==> config.mk <==
export PLATFORM = sky130hd
export DESIGN_NAME = periodic_timer_table_top_flat
export DESIGN_NICKNAME = d
export VERILOG_FILES = /design/src/ptt_pkg.sv /design/src/ptt_if.sv /design/src/periodic_timer_table_top.sv /design/src/ptt_ctrl.sv /design/src/ptt_dp.sv /design/src/flat_wrapper.sv
export SDC_FILE = /design/constraint.sdc
export NUM_CORES = 2
export LEC_CHECK = 0
export BUFFER_PORTS_ARGS = -buffer_cell sky130_fd_sc_hd__buf_2
export CAP_MARGIN = 30
export CORE_MARGIN = 4
export CORE_UTILIZATION = 65
export CTS_CLUSTER_DIAMETER = 80
export DETAILED_ROUTE_END_ITERATION = 16
export GPL_TIMING_DRIVEN = 0
export HOLD_SLACK_MARGIN = 0.1
export PLACE_DENSITY = 0.87
export SLEW_MARGIN = 20
export SYNTH_ARGS = -nofsm -noshare
export SYNTH_HDL_FRONTEND = slang
export SYNTH_SLANG_ARGS = --single-unit
export TNS_END_PERCENT = 100
==> constraint.sdc <==
create_clock -name clk -period 9.6 [get_ports clk]
set_clock_uncertainty 0.05 [all_clocks]
set_input_delay 0 -clock clk [delete_from_list [all_inputs] [get_ports clk]]
set_output_delay 0 -clock clk [all_outputs]
set_load 0.02 [all_outputs]
==> src/ptt_pkg.sv <==
`timescale 1ns / 1ps
// ----------------------------------------------------------------------------
// ptt_pkg
// Types and constants shared by the periodic timer table modules.
// ----------------------------------------------------------------------------
package ptt_pkg;

    localparam int NUM_SLOTS_DEF   = 16;
    localparam int MAX_RESULTS     = 16;
    localparam int NF_W            = $clog2(MAX_RESULTS + 1);

    localparam int OP_W            = 2;
    localparam int TIME_W          = 32;
    localparam int SLOT_W          = 4;
    localparam int CFG_IDX_W       = 1;
    localparam int CFG_DATA_W      = 16;

    localparam logic [CFG_DATA_W-1:0] TICK_STEP_RESET = 16'd10;
    localparam logic [CFG_DATA_W-1:0] MIN_DELAY_RESET = 16'd2;

    typedef enum logic [OP_W-1:0] {
        OP_TICK    = 2'd0,
        OP_ADD     = 2'd1,
        OP_CANCEL  = 2'd2,
        OP_COLLECT = 2'd3
    } op_t;

    typedef enum logic [CFG_IDX_W-1:0] {
        CFG_TICK_STEP = 1'b0,
        CFG_MIN_DELAY = 1'b1
    } cfg_idx_t;

    typedef enum logic {
        ST_OK      = 1'b0,
        ST_NO_SLOT = 1'b1
    } status_t;

    // controller to datapath
    typedef struct packed {
        logic load;          // latch item, restart the slot scan
        logic advance;       // clock += tick step
        logic tick_step;     // one step of the deadline scan
        logic free_step;     // one step of the free slot search
        logic add_commit;    // arm the found slot and send its index, or send no-slot if none
        logic cancel_commit; // free the named slot and send ok
        logic push_ok;       // send a plain ok result
        logic coll_step;     // one step of the due slot scan
        logic coll_finish;   // send the held due slot or an empty result
    } ptt_cmd_t;

    // datapath to controller
    typedef struct packed {
        logic tick_done;
        logic free_done;
        logic coll_done;
        logic out_free;
    } ptt_status_t;

endpackage

==> src/ptt_if.sv <==
`timescale 1ns / 1ps
// ----------------------------------------------------------------------------
// ptt_req_if / ptt_rsp_if
// Valid/ready channels for timer commands and their results.
// ----------------------------------------------------------------------------
interface ptt_req_if;
    logic                        valid;
    logic                        ready;
    logic [ptt_pkg::OP_W-1:0]    op;
    logic [ptt_pkg::TIME_W-1:0]  delay_ms;
    logic                        cyclic;
    logic [ptt_pkg::SLOT_W-1:0]  slot;

    modport source (output valid, output op, output delay_ms, output cyclic,
                    output slot, input ready);
    modport sink   (input valid, input op, input delay_ms, input cyclic,
                    input slot, output ready);
endinterface

interface ptt_rsp_if;
    logic                        valid;
    logic                        ready;
    logic                        status;
    logic [ptt_pkg::SLOT_W-1:0]  slot_index;
    logic                        fired;
    logic                        last;

    modport source (output valid, output status, output slot_index, output fired,
                    output last, input ready);
    modport sink   (input valid, input status, input slot_index, input fired,
                    input last, output ready);
endinterface

==> src/periodic_timer_table_top.sv <==
`timescale 1ns / 1ps
// ----------------------------------------------------------------------------
// periodic_timer_table_top
// Table of software timer slots driven by tick, add, cancel and collect.
// ----------------------------------------------------------------------------
// req carries one command per transfer (op, delay_ms, cyclic, slot); rsp
// returns its results, the final one flagged by last. Tick, add and cancel
// give one result; collect gives one result per due slot in ascending
// order, or a single empty result when nothing is due.
// One command is in work at a time; req.ready rises again once its last
// result is in the output register, so a new command can be taken while
// that result still waits. A tick reads the deadline and period memories
// once per slot; tick, add and collect all step the one shared slot scan
// counter, while a cancel needs no scan. A stalled rsp holds its result;
// any further result of the same command waits, and the scan pauses with
// it. Reset clears the clock, the slot flags and the output register and
// loads the register defaults (tick step 10 ms, minimum delay 2 ms). The
// deadline and period memories need no clearing pass. cfg_we writes a
// register in the cycle it is high; the user must write only while the
// block is idle, and the block itself does not enforce this.
// ----------------------------------------------------------------------------
module periodic_timer_table_top #(
    parameter int NUM_SLOTS = ptt_pkg::NUM_SLOTS_DEF
) (
    input  logic                            clk,
    input  logic                            rst_n,
    input  logic                            cfg_we,
    input  logic [ptt_pkg::CFG_IDX_W-1:0]   cfg_index,
    input  logic [ptt_pkg::CFG_DATA_W-1:0]  cfg_wdata,
    ptt_req_if.sink                         req,
    ptt_rsp_if.source                       rsp
);

    ptt_pkg::ptt_cmd_t    cmd;
    ptt_pkg::ptt_status_t status;
    logic                 req_ready;

    ptt_ctrl u_ptt_ctrl (
        .clk       (clk),
        .rst_n     (rst_n),
        .req_valid (req.valid),
        .req_op    (ptt_pkg::op_t'(req.op)),
        .req_ready (req_ready),
        .status    (status),
        .cmd       (cmd)
    );

    ptt_dp #(
        .NUM_SLOTS (NUM_SLOTS)
    ) u_ptt_dp (
        .clk            (clk),
        .rst_n          (rst_n),
        .cfg_we         (cfg_we),
        .cfg_index      (cfg_index),
        .cfg_wdata      (cfg_wdata),
        .in_delay_ms    (req.delay_ms),
        .in_cyclic      (req.cyclic),
        .in_slot        (req.slot),
        .cmd            (cmd),
        .status         (status),
        .out_ready      (rsp.ready),
        .out_valid      (rsp.valid),
        .out_status     (rsp.status),
        .out_slot_index (rsp.slot_index),
        .out_fired      (rsp.fired),
        .out_last       (rsp.last)
    );

    assign req.ready = req_ready;

endmodule

==> src/ptt_ctrl.sv <==
`timescale 1ns / 1ps
// ----------------------------------------------------------------------------
// ptt_ctrl
// Sequencer for the timer table: takes one command, steps the datapath
// through its slot scan and hands results to the output register.
// ----------------------------------------------------------------------------
module ptt_ctrl (
    input  logic                 clk,
    input  logic                 rst_n,
    input  logic                 req_valid,
    input  ptt_pkg::op_t         req_op,
    output logic                 req_ready,
    input  ptt_pkg::ptt_status_t status,
    output ptt_pkg::ptt_cmd_t    cmd
);

    typedef enum logic [2:0] {
        S_IDLE,
        S_TICK,
        S_FINISH,
        S_FREE,
        S_ADD,
        S_CANCEL,
        S_COLL,
        S_CEND
    } state_t;

    state_t state_reg, state_next;
    logic   ready_reg, ready_next;

    always_comb
    begin
        cmd        = '0;
        state_next = state_reg;
        unique case (state_reg)
            S_IDLE:
            begin
                if (req_valid && ready_reg)
                begin
                    cmd.load = 1'b1;
                    unique case (req_op)
                        ptt_pkg::OP_TICK:
                        begin
                            cmd.advance = 1'b1;
                            state_next  = S_TICK;
                        end
                        ptt_pkg::OP_ADD:     state_next = S_FREE;
                        ptt_pkg::OP_CANCEL:  state_next = S_CANCEL;
                        ptt_pkg::OP_COLLECT: state_next = S_COLL;
                        default:             state_next = S_IDLE;
                    endcase
                end
            end
            S_TICK:
            begin
                if (status.tick_done)
                    state_next = S_FINISH;
                else
                    cmd.tick_step = 1'b1;
            end
            S_FINISH:
            begin
                if (status.out_free)
                begin
                    cmd.push_ok = 1'b1;
                    state_next  = S_IDLE;
                end
            end
            S_FREE:
            begin
                if (status.free_done)
                    state_next = S_ADD;
                else
                    cmd.free_step = 1'b1;
            end
            S_ADD:
            begin
                if (status.out_free)
                begin
                    cmd.add_commit = 1'b1;
                    state_next     = S_IDLE;
                end
            end
            S_CANCEL:
            begin
                if (status.out_free)
                begin
                    cmd.cancel_commit = 1'b1;
                    state_next        = S_IDLE;
                end
            end
            S_COLL:
            begin
                // a step may send the previously held slot, so wait for room
                if (status.coll_done)
                    state_next = S_CEND;
                else if (status.out_free)
                    cmd.coll_step = 1'b1;
            end
            S_CEND:
            begin
                if (status.out_free)
                begin
                    cmd.coll_finish = 1'b1;
                    state_next      = S_IDLE;
                end
            end
            default: state_next = S_IDLE;
        endcase
        ready_next = (state_next == S_IDLE);
    end

    always_ff @(posedge clk or negedge rst_n)
    begin
        if (!rst_n)
        begin
            state_reg <= S_IDLE;
            ready_reg <= 1'b1;
        end
        else
        begin
            state_reg <= state_next;
            ready_reg <= ready_next;
        end
    end

    assign req_ready = ready_reg;

endmodule

==> src/ptt_dp.sv <==
`timescale 1ns / 1ps
// ----------------------------------------------------------------------------
// ptt_dp
// Timer table datapath: millisecond clock, slot flags, deadline and period
// memories, the shared slot scan counter and the result register.
// ----------------------------------------------------------------------------
module ptt_dp #(
    parameter int NUM_SLOTS = ptt_pkg::NUM_SLOTS_DEF
) (
    input  logic                            clk,
    input  logic                            rst_n,
    input  logic                            cfg_we,
    input  logic [ptt_pkg::CFG_IDX_W-1:0]   cfg_index,
    input  logic [ptt_pkg::CFG_DATA_W-1:0]  cfg_wdata,
    input  logic [ptt_pkg::TIME_W-1:0]      in_delay_ms,
    input  logic                            in_cyclic,
    input  logic [ptt_pkg::SLOT_W-1:0]      in_slot,
    input  ptt_pkg::ptt_cmd_t               cmd,
    output ptt_pkg::ptt_status_t            status,
    input  logic                            out_ready,
    output logic                            out_valid,
    output logic                            out_status,
    output logic [ptt_pkg::SLOT_W-1:0]      out_slot_index,
    output logic                            out_fired,
    output logic                            out_last
);

    localparam int IDX_W = (NUM_SLOTS > 1) ? $clog2(NUM_SLOTS) : 1;
    localparam int CNT_W = $clog2(NUM_SLOTS + 1);
    localparam int WIDE_W = IDX_W + ptt_pkg::SLOT_W;
    localparam logic [CNT_W-1:0] CNT_END = CNT_W'(NUM_SLOTS);
    localparam logic [ptt_pkg::NF_W-1:0] NF_MAX = ptt_pkg::NF_W'(ptt_pkg::MAX_RESULTS);

    // configuration
    logic [ptt_pkg::CFG_DATA_W-1:0] step_reg, step_next;
    logic [ptt_pkg::CFG_DATA_W-1:0] min_reg, min_next;

    // table state
    logic [ptt_pkg::TIME_W-1:0] clock_reg, clock_next;
    logic [NUM_SLOTS-1:0]       active_reg, active_next;
    logic [NUM_SLOTS-1:0]       due_reg, due_next;
    logic [NUM_SLOTS-1:0]       repeat_reg, repeat_next;
    logic [ptt_pkg::TIME_W-1:0] deadline_mem [NUM_SLOTS];
    logic [ptt_pkg::TIME_W-1:0] period_mem [NUM_SLOTS];
    logic [ptt_pkg::TIME_W-1:0] rd_deadline_reg;
    logic [ptt_pkg::TIME_W-1:0] rd_period_reg;

    // latched item
    logic [ptt_pkg::TIME_W-1:0] delay_reg, delay_next;
    logic                       cyclic_reg, cyclic_next;
    logic [ptt_pkg::SLOT_W-1:0] slot_reg, slot_next;

    // scan control
    logic [CNT_W-1:0]           cnt_reg, cnt_next;
    logic                       stg_vld_reg, stg_vld_next;
    logic [IDX_W-1:0]           stg_idx_reg, stg_idx_next;
    logic                       hit_reg, hit_next;
    logic [IDX_W-1:0]           hit_idx_reg, hit_idx_next;
    logic [ptt_pkg::NF_W-1:0]   nfound_reg, nfound_next;

    // result register
    logic                       out_vld_reg, out_vld_next;
    logic                       out_status_reg, out_status_next;
    logic [ptt_pkg::SLOT_W-1:0] out_idx_reg, out_idx_next;
    logic                       out_fired_reg, out_fired_next;
    logic                       out_last_reg, out_last_next;

    logic [IDX_W-1:0]           cnt_idx;
    logic                       scan_end;
    logic                       coll_done;
    logic                       out_free;
    logic [WIDE_W-1:0]          slot_wide;
    logic                       slot_ok;
    logic [ptt_pkg::TIME_W-1:0] min_wide;
    logic                       stg_hit;
    logic                       rd_en;
    logic                       dl_we;
    logic [IDX_W-1:0]           dl_addr;
    logic [ptt_pkg::TIME_W-1:0] dl_wdata;
    logic                       pd_we;
    logic                       push;
    logic                       push_status;
    logic [IDX_W-1:0]           push_idx;
    logic                       push_fired;
    logic                       push_last;
    logic [WIDE_W-1:0]          push_wide;

    assign cnt_idx   = cnt_reg[IDX_W-1:0];
    assign scan_end  = (cnt_reg == CNT_END);
    assign coll_done = scan_end || (nfound_reg == NF_MAX);
    assign out_free  = !out_vld_reg || out_ready;
    assign slot_wide = {{IDX_W{1'b0}}, slot_reg};
    assign slot_ok   = (slot_wide < WIDE_W'(NUM_SLOTS));
    assign min_wide  = {{(ptt_pkg::TIME_W - ptt_pkg::CFG_DATA_W){1'b0}}, min_reg};
    assign stg_hit   = stg_vld_reg && active_reg[stg_idx_reg] && (rd_deadline_reg <= clock_reg);
    assign rd_en     = cmd.tick_step && !scan_end;

    always_comb
    begin
        step_next    = step_reg;
        min_next     = min_reg;
        clock_next   = clock_reg;
        active_next  = active_reg;
        due_next     = due_reg;
        repeat_next  = repeat_reg;
        delay_next   = delay_reg;
        cyclic_next  = cyclic_reg;
        slot_next    = slot_reg;
        cnt_next     = cnt_reg;
        stg_vld_next = stg_vld_reg;
        stg_idx_next = stg_idx_reg;
        hit_next     = hit_reg;
        hit_idx_next = hit_idx_reg;
        nfound_next  = nfound_reg;
        dl_we        = 1'b0;
        dl_addr      = stg_idx_reg;
        dl_wdata     = clock_reg + rd_period_reg;
        pd_we        = 1'b0;
        push         = 1'b0;
        push_status  = ptt_pkg::ST_OK;
        push_idx     = '0;
        push_fired   = 1'b0;
        push_last    = 1'b1;

        if (cfg_we)
        begin
            unique case (ptt_pkg::cfg_idx_t'(cfg_index))
                ptt_pkg::CFG_TICK_STEP: step_next = cfg_wdata;
                ptt_pkg::CFG_MIN_DELAY: min_next  = cfg_wdata;
                default: ;
            endcase
        end

        if (cmd.load)
        begin
            delay_next   = (in_delay_ms < min_wide) ? min_wide : in_delay_ms;
            cyclic_next  = in_cyclic;
            slot_next    = in_slot;
            cnt_next     = '0;
            stg_vld_next = 1'b0;
            hit_next     = 1'b0;
            nfound_next  = '0;
        end

        if (cmd.advance)
            clock_next = clock_reg + {{(ptt_pkg::TIME_W - ptt_pkg::CFG_DATA_W){1'b0}}, step_reg};

        // deadline scan: read at cnt, compare in the next cycle
        if (cmd.tick_step)
        begin
            stg_vld_next = !scan_end;
            stg_idx_next = cnt_idx;
            if (!scan_end)
                cnt_next = cnt_reg + 1'b1;
        end

        if (stg_hit)
        begin
            due_next[stg_idx_reg] = 1'b1;
            if (repeat_reg[stg_idx_reg])
                dl_we = 1'b1;
        end

        if (cmd.free_step && !hit_reg && !scan_end)
        begin
            if (!active_reg[cnt_idx])
            begin
                hit_next     = 1'b1;
                hit_idx_next = cnt_idx;
            end
            else
                cnt_next = cnt_reg + 1'b1;
        end

        if (cmd.add_commit)
        begin
            push = 1'b1;
            if (hit_reg)
            begin
                active_next[hit_idx_reg] = 1'b1;
                due_next[hit_idx_reg]    = 1'b0;
                repeat_next[hit_idx_reg] = cyclic_reg;
                dl_we    = 1'b1;
                dl_addr  = hit_idx_reg;
                dl_wdata = clock_reg + delay_reg;
                pd_we    = 1'b1;
                push_idx = hit_idx_reg;
            end
            else
                push_status = ptt_pkg::ST_NO_SLOT;
        end

        if (cmd.cancel_commit)
        begin
            push = 1'b1;
            if (slot_ok)
                active_next[slot_wide[IDX_W-1:0]] = 1'b0;
        end

        if (cmd.push_ok)
            push = 1'b1;

        // a found slot is held until the next one shows whether it is the last
        if (cmd.coll_step && !coll_done)
        begin
            cnt_next = cnt_reg + 1'b1;
            if (active_reg[cnt_idx] && due_reg[cnt_idx])
            begin
                due_next[cnt_idx] = 1'b0;
                if (!repeat_reg[cnt_idx])
                    active_next[cnt_idx] = 1'b0;
                if (hit_reg)
                begin
                    push       = 1'b1;
                    push_idx   = hit_idx_reg;
                    push_fired = 1'b1;
                    push_last  = 1'b0;
                end
                hit_next     = 1'b1;
                hit_idx_next = cnt_idx;
                nfound_next  = nfound_reg + 1'b1;
            end
        end

        if (cmd.coll_finish)
        begin
            push = 1'b1;
            if (hit_reg)
            begin
                push_idx   = hit_idx_reg;
                push_fired = 1'b1;
            end
        end
    end

    assign push_wide = {{ptt_pkg::SLOT_W{1'b0}}, push_idx};

    always_comb
    begin
        out_vld_next    = out_vld_reg;
        out_status_next = out_status_reg;
        out_idx_next    = out_idx_reg;
        out_fired_next  = out_fired_reg;
        out_last_next   = out_last_reg;
        if (push)
        begin
            out_vld_next    = 1'b1;
            out_status_next = push_status;
            out_idx_next    = push_wide[ptt_pkg::SLOT_W-1:0];
            out_fired_next  = push_fired;
            out_last_next   = push_last;
        end
        else if (out_ready)
            out_vld_next = 1'b0;
    end

    always_ff @(posedge clk or negedge rst_n)
    begin
        if (!rst_n)
        begin
            step_reg    <= ptt_pkg::TICK_STEP_RESET;
            min_reg     <= ptt_pkg::MIN_DELAY_RESET;
            clock_reg   <= '0;
            active_reg  <= '0;
            due_reg     <= '0;
            repeat_reg  <= '0;
            cnt_reg     <= '0;
            stg_vld_reg <= 1'b0;
            hit_reg     <= 1'b0;
            nfound_reg  <= '0;
            out_vld_reg <= 1'b0;
        end
        else
        begin
            step_reg    <= step_next;
            min_reg     <= min_next;
            clock_reg   <= clock_next;
            active_reg  <= active_next;
            due_reg     <= due_next;
            repeat_reg  <= repeat_next;
            cnt_reg     <= cnt_next;
            stg_vld_reg <= stg_vld_next;
            hit_reg     <= hit_next;
            nfound_reg  <= nfound_next;
            out_vld_reg <= out_vld_next;
        end
    end

    always_ff @(posedge clk)
    begin
        delay_reg      <= delay_next;
        cyclic_reg     <= cyclic_next;
        slot_reg       <= slot_next;
        stg_idx_reg    <= stg_idx_next;
        hit_idx_reg    <= hit_idx_next;
        out_status_reg <= out_status_next;
        out_idx_reg    <= out_idx_next;
        out_fired_reg  <= out_fired_next;
        out_last_reg   <= out_last_next;
    end

    // slot memories, one write and one registered read per cycle
    always_ff @(posedge clk)
    begin
        if (dl_we)
            deadline_mem[dl_addr] <= dl_wdata;
        if (pd_we)
            period_mem[hit_idx_reg] <= delay_reg;
        if (rd_en)
        begin
            rd_deadline_reg <= deadline_mem[cnt_idx];
            rd_period_reg   <= period_mem[cnt_idx];
        end
    end

    assign status.tick_done = scan_end && !stg_vld_reg;
    assign status.free_done = hit_reg || scan_end;
    assign status.coll_done = coll_done;
    assign status.out_free  = out_free;

    assign out_valid      = out_vld_reg;
    assign out_status     = out_status_reg;
    assign out_slot_index = out_idx_reg;
    assign out_fired      = out_fired_reg;
    assign out_last       = out_last_reg;

endmodule

==> src/flat_wrapper.sv <==
// flat-port wrapper written by rule: the top's interface ports become plain ports
module periodic_timer_table_top_flat 
#(
    parameter int NUM_SLOTS = ptt_pkg::NUM_SLOTS_DEF
)
  (clk, rst_n, cfg_we, cfg_index, cfg_wdata, req_valid, req_op, req_delay_ms, req_cyclic, req_slot, req_ready, rsp_valid, rsp_status, rsp_slot_index, rsp_fired, rsp_last, rsp_ready);
  ptt_req_if req_i ();
  ptt_rsp_if rsp_i ();
  input  logic clk;
  input  logic rst_n;
  input  logic cfg_we;
  input  logic [ptt_pkg::CFG_IDX_W-1:0] cfg_index;
  input  logic [ptt_pkg::CFG_DATA_W-1:0] cfg_wdata;
  input wire logic [$bits(req_i.valid)-1:0] req_valid;
  input wire logic [$bits(req_i.op)-1:0] req_op;
  input wire logic [$bits(req_i.delay_ms)-1:0] req_delay_ms;
  input wire logic [$bits(req_i.cyclic)-1:0] req_cyclic;
  input wire logic [$bits(req_i.slot)-1:0] req_slot;
  output wire logic [$bits(req_i.ready)-1:0] req_ready;
  output wire logic [$bits(rsp_i.valid)-1:0] rsp_valid;
  output wire logic [$bits(rsp_i.status)-1:0] rsp_status;
  output wire logic [$bits(rsp_i.slot_index)-1:0] rsp_slot_index;
  output wire logic [$bits(rsp_i.fired)-1:0] rsp_fired;
  output wire logic [$bits(rsp_i.last)-1:0] rsp_last;
  input wire logic [$bits(rsp_i.ready)-1:0] rsp_ready;
  assign req_i.valid = req_valid;
  assign req_i.op = req_op;
  assign req_i.delay_ms = req_delay_ms;
  assign req_i.cyclic = req_cyclic;
  assign req_i.slot = req_slot;
  assign req_ready = req_i.ready;
  assign rsp_valid = rsp_i.valid;
  assign rsp_status = rsp_i.status;
  assign rsp_slot_index = rsp_i.slot_index;
  assign rsp_fired = rsp_i.fired;
  assign rsp_last = rsp_i.last;
  assign rsp_i.ready = rsp_ready;
  periodic_timer_table_top #(.NUM_SLOTS(NUM_SLOTS)) u_core (.clk(clk), .rst_n(rst_n), .cfg_we(cfg_we), .cfg_index(cfg_index), .cfg_wdata(cfg_wdata), .req(req_i), .rsp(rsp_i));
endmodule
==> flow_summary.yaml <==
min_path:
  whs_endpoint: "u_core.u_ptt_dp.delay_reg[10]$_DFFE_PP_"
  holdPathStages: 3
  holdCritPathClass: "in -> reg"
  min-delay-start: "req_delay_ms[10]"
job:
  maxCapViolations: 0
critical_path:
  crit_path_start_kind: "flip-flop"
  crit_path_end_kind: "flip-flop"
  rr_worst_depth: 16
  r2r-end: "u_core.u_ptt_dp.out_fired$_DFFE_PP_"
  required_ns: 9.97
  regToRegStartpoint: "u_core.u_ptt_dp.cnt_reg[1]$_DFF_PN0_"
  crit_arrival_ns: 5.87
  startpoint: "u_core.u_ptt_dp.cnt_reg[1]$_DFF_PN0_"
  critical_path.max_fanout: 10
  critPathKind: "reg -> reg"
  r2r_slack_ns: 4.10
sta:
  hold_violations: 0
  finalSetupViolations: 0
  worstMarginPinSlew_ns: 1.12
  fin_crit_ns: 5.50
  whs_ns: 0.124
  rsz0062_at_grt: "false"
  maxSlewHeadroom_pct: 25.2
  fmax_mhz: 182
  setup-tns-final_ns: 0
  maxSlewViolCount: 0
  timing.final.crit_share_pct: 57.3
clock_tree:
  cts_buffers: 119
  cts.path.max_buffers: 3
  cts.repair.resized: 0
  cts_sinks: 1269
  h-tree-depth: 3
  cts_tree: "yes"
  clock-root-buffer: "clkbuf_16"
  clkTransAtPathRegs_ns: 0.07
  clk_latency_ns: 0.72
logic_synthesis:
  yosysWarningCount: 0
  synth_top_cell_area_share_pct: 63.6
  ys_seq_area_share_pct: 69.8
  async_flop_share_pct: 10.2
  synth.most_common_cell: "edfxtp_1"
  ys.flop_type: "edfxtp_1"
  ys_top_cells_by_area: "edfxtp_1, mux4_2, dfrtp_1"
  ys_ff_latch: 1269
  syn_inst: 2918
  avgSynthCellArea_um2: 18.4
  synth_top_area_cell: "edfxtp_1"
  synth_commonest_cells: "edfxtp_1, mux4_2, nand2_1"
  synth-edff-count: 1136
  synthesis.area_mm2: 0.0536
  syn_nets: 3113
  synth_cell_type_count: 73
routing:
  vias_per_cell: 7.31
  route.detailed.drc: 0
  first_pass_iters: 7
  detail-route-antenna-nets: 0
  routed_wl_um: 166000
  initialDrtViolationCount: 5423
  dr_total_vias: 32900
  drt-wirelength-per-cell_um: 36.8
floorplan:
  num_rows: 105
  num_io_pins: 70
  core_area_mm2: 0.0820
  start_util_pct: 65.4
  die_y_um: 295
  fp.dieW_um: 295
  die-area_mm2: 0.0872
layout:
  largestRegisters: "u_core.u_ptt_dp.deadline_mem (512), u_core.u_ptt_dp.period_mem (512)"
  final_area_mm2: 0.0626
  layout.nets: 3516
  stdcell_count: 4501
  layout-drive-gt1-share_pct: 25.2
  syn_to_final_growth_pct: 16.6
global_route:
  antenna_found_initial: 5
  grt_max_degree: 85
  overflow: 0
  grt_use_total_pct: 38.7
  grt_pass1_wl_um: 238000
  grt_pass1_vias: 33800
place:
  dp.cells: 4150
  port_buffers: 69
  gp_congestion: 1.01
  dpl.hpwl_um: 103000
  place_area_mm2: 0.0572
run_status:
  status: "complete, no violations"
power:
  power_density_mw_per_mm2: 324
  irDropWorstVdd_uv: 357
  power_leakage_nw: 21.6
  p_total_mw: 20.3
==> how the worst max path moves through the flow <==
stage	slack (ns)	cells after the start	end
2_1_floorplan	3.97	12	u_core.u_ptt_dp.cnt_reg[3]$_DFF_PN0_
5_1_grt	3.98	16	u_core.u_ptt_dp.out_fired$_DFFE_PP_
6_report	4.10	16	u_core.u_ptt_dp.out_fired$_DFFE_PP_
3_3_place_gp	0.005	12	u_core.u_ptt_dp.cnt_reg[3]$_DFF_PN0_
3_5_place_dp	4.39	15	u_core.u_ptt_dp.out_slot_index[2]$_DFFE_PP_
4_1_cts	4.38	15	u_core.u_ptt_dp.out_slot_index[2]$_DFFE_PP_
==> placed cells by master (no fill, tap or decap), drive strengths merged, types with 7 or more instances in the layout <==
master          n
dfrtp         125
bufinv         19
a21o           47
a221oi         17
and2           20
clkinvlp       10
inv            98
and3           14
mux4          344
nor3           25
o22ai           7
xnor2          55
nor2b          19
o21a           10
o21ai          81
a211oi         13
edfxtp       1136
o21bai         13
nor4            7
nand2b         12
nor2          127
clkbuf        227
buf           220
dlygate4sd3   106
ha            131
nand4          25
nand3          25
clkinv         47
or3             9
diode           7
a31oi          13
nand2         148
o221a           9
xor2           33
a21oi          88
o31ai          12
o211ai          7
mux2           55
==> timing repair <==
item | CTS | global route
hold buffers | 107 | 0
endpoints found under the hold margin | 229 | 0
buffers inserted | 0 | 0
==> worst max-delay path, cell delays in order (launching register included) <==
cell and delay (ns):
dfrtp_1 0.42, clkbuf_1 0.54, clkbuf_1 0.42, buf_6 0.27
buf_2 0.55, buf_2 0.53, inv_1 0.19, ha_1 0.27
and3_1 0.26, a31oi_1 0.25, and3_1 0.25, and3_1 0.16
buf_2 0.16, buf_2 0.26, nand2_1 0.12, o21ai_0 0.23
clkbuf_2 0.25
==> report_power, final <==
group / leakage [nW] / internal (mW) / switching (mW) / total (mW)
clock: 2.01 / 2.87 / 2.14 / 5.01
combinational: 7.61 / 2.73 / 4.53 / 7.26
sequential: 11.9 / 7.54 / 0.457 / 8.00
==> routing by layer <==
| layer | part of all wire, % | track usage (%) | vias to the layer above |
|---|---|---|---|
| met5 | 0.0079 | 0.0542 | - |
| met2 | 46 | 59.8 | 3075 |
| li1 | - | - | 12600 |
| met3 | 14 | 13.1 | 776 |
| met1 | 32 | 48.6 | 16500 |
| met4 | 7.4 | 22.9 | 2 |
==> cells by family after synthesis <==
logic type               after synthesis  share of synthesized area [%]
AND/OR/NAND/NOR                      449                           3.95
XOR/XNOR                              88                           1.44
buffers and inverters                221                           1.61
flip-flops                          1269                           69.8
adder cells (fa/ha/maj)              134                           3.17
AO/OA/AOI/OAI                        354                           4.40
multiplexers                         403                           15.7
==> through the flow <==
stage / util [%] / setup WS (ns)
2_1_floorplan: - / 3.97
3_3_place_gp: 67.5 / 0.00522
3_5_place_dp: 69.8 / 4.39
4_1_cts: 76.1 / 4.38
5_1_grt: 76.3 / 3.98
6_report: 76.3 / 4.10
==> area by class of cell <==
| type | count | area [um^2] |
|---|---|---|
| fill | 4089 | 19400 |
| tap | 1070 | 1340 |
| antenna | 7 | 17.5 |
| timing repair buffer | 282 | 3150 |
| multi-input combinational | 1428 | 15600 |
| sequential | 1269 | 37400 |
| inverter | 93 | 352 |
| clock buffer | 143 | 3150 |
| clock inverter | 81 | 982 |
| buffer | 128 | 519 |
Note: power is estimated with default switching activity, not from simulation.
